==> config.mk <==
export PLATFORM = sky130hd
export DESIGN_NAME = adsr_envelope_generator_flat
export DESIGN_NICKNAME = d
export VERILOG_FILES = /design/src/hw/rtl/adsr_pkg.sv /design/src/hw/rtl/adsr_req_if.sv /design/src/hw/rtl/adsr_rsp_if.sv /design/src/hw/rtl/adsr_csr_if.sv /design/src/hw/rtl/adsr_envelope_generator.sv /design/src/flat_wrapper.sv
export SDC_FILE = /design/constraint.sdc
export NUM_CORES = 1
export LEC_CHECK = 0
export BUFFER_PORTS_ARGS = -buffer_cell sky130_fd_sc_hd__buf_2
export CORE_MARGIN = 5
export CORE_UTILIZATION = 45
export DETAILED_ROUTE_END_ITERATION = 10
export PLACE_DENSITY = 0.73
export SLEW_MARGIN = 0
export SYNTH_ARGS = -nofsm -noshare
export SYNTH_HDL_FRONTEND = slang
export SYNTH_SLANG_ARGS = --single-unit
==> constraint.sdc <==
create_clock -name clock -period 6.35 [get_ports clock]
set_clock_uncertainty 0.2 [all_clocks]
set_input_delay 1.27 -clock clock [delete_from_list [all_inputs] [get_ports clock]]
set_output_delay 1.27 -clock clock [all_outputs]
set_load 0.03 [all_outputs]
==> src/hw/rtl/adsr_pkg.sv <==
// ----------------------------------------------------------------------------
// adsr_pkg
// shared types and constants of the adsr envelope generator
// ----------------------------------------------------------------------------
package adsr_pkg;

   localparam int LEVEL_WIDTH     = 30;
   localparam int OUT_WIDTH       = 10;
   localparam int PHASE_WIDTH     = 2;
   localparam int CSR_INDEX_WIDTH = 3;
   localparam int CSR_DATA_WIDTH  = 30;
   localparam int SUSTAIN_SHIFT   = LEVEL_WIDTH - OUT_WIDTH;

   // envelope stage, encoded as the phase output
   typedef enum logic [PHASE_WIDTH-1:0] {
      STAGE_ATTACK  = 2'd0,
      STAGE_DECAY   = 2'd1,
      STAGE_RELEASE = 2'd2
   } stage_type;

   // register indexes of the configuration port
   typedef enum logic [CSR_INDEX_WIDTH-1:0] {
      CSR_ATTACK_INC  = 3'd0,
      CSR_DECAY_INC   = 3'd1,
      CSR_RELEASE_INC = 3'd2,
      CSR_SUSTAIN     = 3'd3,
      CSR_PEAK        = 3'd4
   } csr_index_type;

   localparam logic [LEVEL_WIDTH-1:0] INC_RESET     = 30'h0010_0000;
   localparam logic [OUT_WIDTH-1:0]   SUSTAIN_RESET = 10'd512;
   localparam logic [LEVEL_WIDTH-1:0] PEAK_RESET    = 30'h3FFF_FFFF;

endpackage

==> src/hw/rtl/adsr_req_if.sv <==
// ----------------------------------------------------------------------------
// adsr_req_if
// tick channel: one gate bit per transaction
// ----------------------------------------------------------------------------
interface adsr_req_if;
   logic valid;
   logic ready;
   logic gate;

   modport source (output valid, output gate, input ready);
   modport sink   (input valid, input gate, output ready);
endinterface

==> src/hw/rtl/adsr_rsp_if.sv <==
// ----------------------------------------------------------------------------
// adsr_rsp_if
// result channel: envelope level and stage per transaction
// ----------------------------------------------------------------------------
interface adsr_rsp_if;
   logic                               valid;
   logic                               ready;
   logic [adsr_pkg::OUT_WIDTH-1:0]     env_out;
   logic [adsr_pkg::PHASE_WIDTH-1:0]   phase;

   modport source (output valid, output env_out, output phase, input ready);
   modport sink   (input valid, input env_out, input phase, output ready);
endinterface

==> src/hw/rtl/adsr_csr_if.sv <==
// ----------------------------------------------------------------------------
// adsr_csr_if
// configuration write channel: register index and write data
// ----------------------------------------------------------------------------
interface adsr_csr_if;
   logic                                  valid;
   logic                                  ready;
   logic [adsr_pkg::CSR_INDEX_WIDTH-1:0]  index;
   logic [adsr_pkg::CSR_DATA_WIDTH-1:0]   data;

   modport source (output valid, output index, output data, input ready);
   modport sink   (input valid, input index, input data, output ready);
endinterface

==> src/hw/rtl/adsr_envelope_generator.sv <==
// ----------------------------------------------------------------------------
// adsr_envelope_generator
// attack / decay / release envelope, one step per tick transaction
// ----------------------------------------------------------------------------
// Each tick transaction on req_chan carries the gate bit and advances a 30-bit
// envelope level by one step of the current stage, or on a gate change only
// switches stage; the result transaction on rsp_chan gives the top ten bits of
// the new level and the new stage. One tick is taken per clock cycle: the
// step is a single add or subtract and compare between the level / stage
// registers and the result register, which frees itself in the same cycle it
// is taken, so ticks stream without gaps while rsp_chan.ready is high.
// Increments, sustain level and peak are written through csr_chan, which is
// always ready; writes to indexes beyond the register list are dropped. After
// reset the envelope sits in release at level zero.
// ----------------------------------------------------------------------------
module adsr_envelope_generator (
   input  logic        clock,
   input  logic        reset,
   adsr_req_if.sink    req_chan,
   adsr_rsp_if.source  rsp_chan,
   adsr_csr_if.sink    csr_chan
);

   localparam int LW = adsr_pkg::LEVEL_WIDTH;
   localparam int OW = adsr_pkg::OUT_WIDTH;
   localparam int SH = adsr_pkg::SUSTAIN_SHIFT;

   // configuration registers
   logic [LW-1:0] attack_inc_ff;
   logic [LW-1:0] decay_inc_ff;
   logic [LW-1:0] release_inc_ff;
   logic [OW-1:0] sustain_ff;
   logic [LW-1:0] peak_ff;

   // envelope state
   logic [LW-1:0]        level_ff, level_in;
   adsr_pkg::stage_type  stage_ff, stage_in;

   // result register
   logic                 rsp_valid_ff;
   logic [OW-1:0]        env_out_ff;
   adsr_pkg::stage_type  phase_ff;

   logic req_fire;
   logic rsp_fire;

   // step arithmetic, one extra bit for carry / borrow
   logic [LW:0]   attack_sum;
   logic [LW:0]   decay_diff;
   logic [LW:0]   release_diff;
   logic [LW-1:0] sustain_base;
   logic [LW-1:0] sustain_limit;

   assign rsp_fire = rsp_valid_ff && rsp_chan.ready;
   // result register can take a new tick when empty or being drained
   assign req_chan.ready = !rsp_valid_ff || rsp_chan.ready;
   assign req_fire = req_chan.valid && req_chan.ready;

   assign csr_chan.ready = 1'b1;

   // configuration writes
   always_ff @(posedge clock) begin
      if (reset) begin
         attack_inc_ff  <= adsr_pkg::INC_RESET;
         decay_inc_ff   <= adsr_pkg::INC_RESET;
         release_inc_ff <= adsr_pkg::INC_RESET;
         sustain_ff     <= adsr_pkg::SUSTAIN_RESET;
         peak_ff        <= adsr_pkg::PEAK_RESET;
      end else if (csr_chan.valid) begin
         unique case (csr_chan.index)
            adsr_pkg::CSR_ATTACK_INC:  attack_inc_ff  <= csr_chan.data[LW-1:0];
            adsr_pkg::CSR_DECAY_INC:   decay_inc_ff   <= csr_chan.data[LW-1:0];
            adsr_pkg::CSR_RELEASE_INC: release_inc_ff <= csr_chan.data[LW-1:0];
            adsr_pkg::CSR_SUSTAIN:     sustain_ff     <= csr_chan.data[OW-1:0];
            adsr_pkg::CSR_PEAK:        peak_ff        <= csr_chan.data[LW-1:0];
            default: begin
               // index beyond the register list: dropped
            end
         endcase
      end
   end

   assign attack_sum    = {1'b0, level_ff} + {1'b0, attack_inc_ff};
   assign decay_diff    = {1'b0, level_ff} - {1'b0, decay_inc_ff};
   assign release_diff  = {1'b0, level_ff} - {1'b0, release_inc_ff};
   // sustain in level units, and the same plus the slack below the next step
   assign sustain_base  = {sustain_ff, {SH{1'b0}}};
   assign sustain_limit = {sustain_ff, {SH{1'b1}}};

   // next envelope state for the tick on req_chan
   always_comb begin
      level_in = level_ff;
      stage_in = stage_ff;
      unique case (stage_ff)
         adsr_pkg::STAGE_ATTACK: begin
            if (req_chan.gate) begin
               // saturate at the peak and hand over to decay
               if (attack_sum >= {1'b0, peak_ff}) begin
                  level_in = peak_ff;
                  stage_in = adsr_pkg::STAGE_DECAY;
               end else begin
                  level_in = attack_sum[LW-1:0];
               end
            end else begin
               stage_in = adsr_pkg::STAGE_RELEASE;
            end
         end
         adsr_pkg::STAGE_DECAY: begin
            if (req_chan.gate) begin
               // step down while clear of sustain, else snap to sustain
               if (!decay_diff[LW] && (decay_diff[LW-1:0] > sustain_limit)) begin
                  level_in = decay_diff[LW-1:0];
               end else begin
                  level_in = sustain_base;
               end
            end else begin
               stage_in = adsr_pkg::STAGE_RELEASE;
            end
         end
         adsr_pkg::STAGE_RELEASE: begin
            if (!req_chan.gate) begin
               // step down, floor at zero
               if (!release_diff[LW] && (release_diff[LW-1:0] != '0)) begin
                  level_in = release_diff[LW-1:0];
               end else begin
                  level_in = '0;
               end
            end else begin
               stage_in = adsr_pkg::STAGE_ATTACK;
            end
         end
         default: begin
            // unused stage code: hold
         end
      endcase
   end

   // envelope state advances only on an accepted tick
   always_ff @(posedge clock) begin
      if (reset) begin
         level_ff <= '0;
         stage_ff <= adsr_pkg::STAGE_RELEASE;
      end else if (req_fire) begin
         level_ff <= level_in;
         stage_ff <= stage_in;
      end
   end

   // result register
   always_ff @(posedge clock) begin
      if (reset) begin
         rsp_valid_ff <= 1'b0;
      end else if (req_fire) begin
         rsp_valid_ff <= 1'b1;
      end else if (rsp_fire) begin
         rsp_valid_ff <= 1'b0;
      end
   end

   always_ff @(posedge clock) begin
      if (req_fire) begin
         env_out_ff <= level_in[LW-1:SH];
         phase_ff   <= stage_in;
      end
   end

   assign rsp_chan.valid   = rsp_valid_ff;
   assign rsp_chan.env_out = env_out_ff;
   assign rsp_chan.phase   = phase_ff;

`ifndef SYNTH
   // every accepted tick leaves a result waiting
   a_tick_gives_result: assert property (@(posedge clock) disable iff (reset)
      req_fire |=> rsp_valid_ff)
      else $error("accepted tick produced no result");

   // a pending result always mirrors the current envelope state
   a_result_matches_state: assert property (@(posedge clock) disable iff (reset)
      rsp_valid_ff |-> (rsp_chan.env_out == level_ff[LW-1:SH]) &&
                       (rsp_chan.phase == stage_ff))
      else $error("result does not match envelope state");

   // release with gate off never raises the level
   a_release_falls: assert property (@(posedge clock) disable iff (reset)
      (req_fire && (stage_ff == adsr_pkg::STAGE_RELEASE) && !req_chan.gate)
      |=> (level_ff <= $past(level_ff)))
      else $error("release step raised the level");

   // decay with gate on never drops below sustain
   a_decay_floor: assert property (@(posedge clock) disable iff (reset)
      (req_fire && (stage_ff == adsr_pkg::STAGE_DECAY) && req_chan.gate)
      |=> (level_ff[LW-1:SH] >= sustain_ff))
      else $error("decay step went below sustain");
`endif

endmodule
==> src/flat_wrapper.sv <==
// flat-port wrapper written by rule: the top's interface ports become plain ports
module adsr_envelope_generator_flat 
  (clock, reset, req_chan_valid, req_chan_gate, req_chan_ready, rsp_chan_valid, rsp_chan_env_out, rsp_chan_phase, rsp_chan_ready, csr_chan_valid, csr_chan_index, csr_chan_data, csr_chan_ready);
  adsr_req_if req_chan_i ();
  adsr_rsp_if rsp_chan_i ();
  adsr_csr_if csr_chan_i ();
  input  logic clock;
  input  logic reset;
  input wire logic [$bits(req_chan_i.valid)-1:0] req_chan_valid;
  input wire logic [$bits(req_chan_i.gate)-1:0] req_chan_gate;
  output wire logic [$bits(req_chan_i.ready)-1:0] req_chan_ready;
  output wire logic [$bits(rsp_chan_i.valid)-1:0] rsp_chan_valid;
  output wire logic [$bits(rsp_chan_i.env_out)-1:0] rsp_chan_env_out;
  output wire logic [$bits(rsp_chan_i.phase)-1:0] rsp_chan_phase;
  input wire logic [$bits(rsp_chan_i.ready)-1:0] rsp_chan_ready;
  input wire logic [$bits(csr_chan_i.valid)-1:0] csr_chan_valid;
  input wire logic [$bits(csr_chan_i.index)-1:0] csr_chan_index;
  input wire logic [$bits(csr_chan_i.data)-1:0] csr_chan_data;
  output wire logic [$bits(csr_chan_i.ready)-1:0] csr_chan_ready;
  assign req_chan_i.valid = req_chan_valid;
  assign req_chan_i.gate = req_chan_gate;
  assign req_chan_ready = req_chan_i.ready;
  assign rsp_chan_valid = rsp_chan_i.valid;
  assign rsp_chan_env_out = rsp_chan_i.env_out;
  assign rsp_chan_phase = rsp_chan_i.phase;
  assign rsp_chan_i.ready = rsp_chan_ready;
  assign csr_chan_i.valid = csr_chan_valid;
  assign csr_chan_i.index = csr_chan_index;
  assign csr_chan_i.data = csr_chan_data;
  assign csr_chan_ready = csr_chan_i.ready;
  adsr_envelope_generator u_core (.clock(clock), .reset(reset), .req_chan(req_chan_i), .rsp_chan(rsp_chan_i), .csr_chan(csr_chan_i));
endmodule
==> impl_metrics.tcl <==
set metrics [dict create \
    vias 14200 \
    whs_ns 0.254 \
    area_delta_synth_final_pct 8.43 \
    antenna_found_initial 0 \
    status "finished, final reports clean" \
    nets 2089 \
    p_sw_mw 1.56 \
    synth_cell_type_count 99 \
    grt_setup_unrepaired "no" \
    path_class "flop to flop" \
    overflow 0 \
    fp.dieH_um 187 \
    yosys.area.top_type "dfxtp_1" \
    cts_buffer_depth 2 \
    swShare_pct 39.2 \
    fin_crit_sh_pct 96.5 \
    worstPathMaxFanout 6 \
    io_buffers 52 \
    clockPowerShare_pct 28.4 \
    ff2ff_path_depth 22 \
    hold_viol_final 0 \
    h-tree-depth 4 \
    ys_seq_elements 175 \
    syn_area_um2 14100 \
    via_per_inst 6.12 \
    grt_pass1_vias 13200 \
    drtIter0Drc 1595 \
    syn_area_per_cell_um2 7.34 \
    async_flop_share_pct 0 \
    min_path_type "flop to flop" \
    drive_gt1_share_pct 8.50 \
    max-vdd-ir-drop_mv 0.189 \
    numCtsBuffers 17 \
    p_leak_nw 6.56 \
    drc 0 \
    cts_tree "yes" \
    holdPathStages 2 \
    critPathLaunchType "flop" \
    clkLatencyLatePin_ns 0.46 \
    synthTopCellsByCount "365 x nand2_1, 228 x a21oi_1, 163 x dfxtp_1" \
    crit_path_end_kind "flop" \
    synthTopCellsByArea "dfxtp_1 23%, ha_1 12%, nand2_1 9.7%" \
    grt_pass1_wl_mm 74.0 \
    yosysMostFrequentCell "nand2_1" \
    final_antenna_net_count 0 \
    tightest_slew_ns 1.06 \
    setup_viol 0 \
    synth-seq-area-share_pct 25.7 \
    synth_edf_count 12 \
    required_ns 6.31 \
    rows 64 \
    p_seq_share_pct 31.0 \
    diodes 0 \
    post-dp-hpwl_mm 37.3 \
    syn_inst 1916 \
    core_area_um2 30700 \
    dr.pass1.iters 5 \
    wire_per_inst_um 20.5 \
    yosys.area.top_type_share_pct 23.2 \
    routed_wl_mm 47.7 \
    power_density_nw_per_um2 260 \
    num_io_pins 54 \
    synth_flop_cell "dfxtp_1" \
    track_usage_pct 26.3 \
    preCtsSetupSlack_ns -0.309 \
    p_int_mw 2.41 \
    slew_violations 0 \
    worstPathArrival_ns 6.09 \
    fin_ws_ns 0.220 \
    drv_cap 0 \
    fmax_mhz 163 \
    grt_max_degree 99 \
    clkSlewWorstSetupHoldPaths_ns 0.07 \
    syn-num-nets 2088 \
    fin_crit_ns 6.13 \
    start_util_pct 45.8 \
    die_x_um 187 \
    holdBufCountCts 0 \
    clockRootBuffer "clkbuf_16" \
    floorplan.die_area_um2 34900 \
    ys_warn_count 0 \
    relSlewSlack_pct 29.1 \
    comb_power_share_pct 40.7 \
    routabilityCongestion 0.979 \
    cts.sinks 175 \
]
cell type report:
type	instances	area, µm²
multi-input cells	1517	9590
clock inverters	12	158
clock buffers	20	457
well taps	396	495
flip-flops and latches	175	3620
repair buffers	77	450
fillers	3047	15500
inverters	129	484
power by group through the flow:
| stage | combinational [mW] | sequential, mW | clock (mW) |
|---|---|---|---|
| global placement | 1.52 | 1.25 | 0 |
| CTS | 1.55 | 1.23 | 1.14 |
| detailed placement | 1.54 | 1.25 | 0 |
| global route | 1.75 | 1.23 | 1.18 |
| finish | 1.61 | 1.23 | 1.12 |
| floorplan | 1.12 | 1.25 | 0 |
worst paths after layout:
kind	startpoint	endpoint	slack [ns]
setup / recovery	u_core.level_ff[12]	u_core.rsp_chan.env_out[3]	0.22
hold / removal	u_core.decay_inc_ff[12]	u_core.decay_inc_ff[12]	0.25
setup reg to reg	u_core.level_ff[12]	u_core.rsp_chan.env_out[3]	0.22
hold reg to reg	u_core.decay_inc_ff[12]	u_core.decay_inc_ff[12]	0.25
cell usage in the layout, fill, tap and decap left out, types with 11 or more instances in the layout:
master / instances
a211oi_1: 16
a21o_1: 33
a21oi_1: 226
a311oi_1: 11
a31oi_1: 19
and3_1: 12
buf_2: 51
buf_4: 26
clkbuf_16: 17
dfxtp_1: 162
edfxtp_1: 12
ha_1: 130
inv_1: 128
mux2i_1: 27
nand2_1: 364
nand2b_1: 11
nand3_1: 32
nand3b_1: 38
nand4_1: 19
nor2_1: 142
nor3_1: 30
o211ai_1: 14
o21a_1: 22
o21ai_0: 78
o22ai_1: 14
o31a_1: 14
or3_1: 12
xnor2_1: 42
xor2_1: 32
cells by family after synthesis:
family          count (synthesis)  share of synthesized area [%]
compound gates                560                           25.7
xor+xnor                       74                           4.61
fa+ha+maj                     133                           12.0
buf+inv                       224                           6.53
flops                         175                           25.7
mux                            32                           2.32
other cells                     1                         0.0266
simple gates                  717                           23.1
metal layers:
layer	up-vias	track usage, %	wire length, µm
met2	632	40.4	20800
met3	58	5.47	4390
met5	-	0	0
li1	6785	-	-
met4	0	6.46	825
met1	6752	37.8	21600
sequential cells by signal, indices dropped and copies added, names as in the netlist, 10 cells and up:
| register | count |
|---|---|
| u_core.release_inc_ff | 30 |
| u_core.sustain_ff | 10 |
| u_core.rsp_chan.env_out | 10 |
| u_core.peak_ff | 30 |
| u_core.decay_inc_ff | 30 |
| u_core.level_ff | 30 |
| u_core.attack_inc_ff | 30 |
stage by stage:
stage | area [µm²] | total power, mW | setup TNS, ns | utilization [%] | instances
finish | 15300 | 3.97 | 0 | 49.6 | 2326
global route | 15300 | 4.17 | 0 | 49.6 | 2326
CTS | 15200 | 3.91 | 0 | 49.4 | 2322
detailed placement | 14500 | 2.79 | -4.73 | 47.3 | 2288
global placement | 14500 | 2.77 | -5.96 | 47.3 | 2288
floorplan | 14100 | 2.38 | 0 | - | 1916
what timing repair did:
action / CTS / global route
buffers inserted: 2 / 4
pin swaps: 1 / 2
setup endpoints to repair: 27 / 40
gates resized for setup: 2 / 11
endpoints found under the hold margin: 0 / 0
gates cloned: 0 / 0
critical path, stage by stage, from the launching register on:
cell and delay (ns):
dfxtp_1 0.44, ha_1 0.35, a21o_1 0.25, a211o_1 0.28
a221oi_1 0.30, nand3_2 0.20, o211a_1 0.32, a311o_1 0.34
a21oi_1 0.18, nor2_1 0.07, xor2_1 0.17, ha_1 0.33
nand4_1 0.19, nor4_4 0.42, nand3_1 0.14, nor3_2 0.17
nand3_2 0.17, nor4_4 0.27, buf_4 0.19, a21boi_2 0.15
mux2_2 0.39, a21oi_2 0.17, a31oi_1 0.14
(Power assumes the default switching activity.)
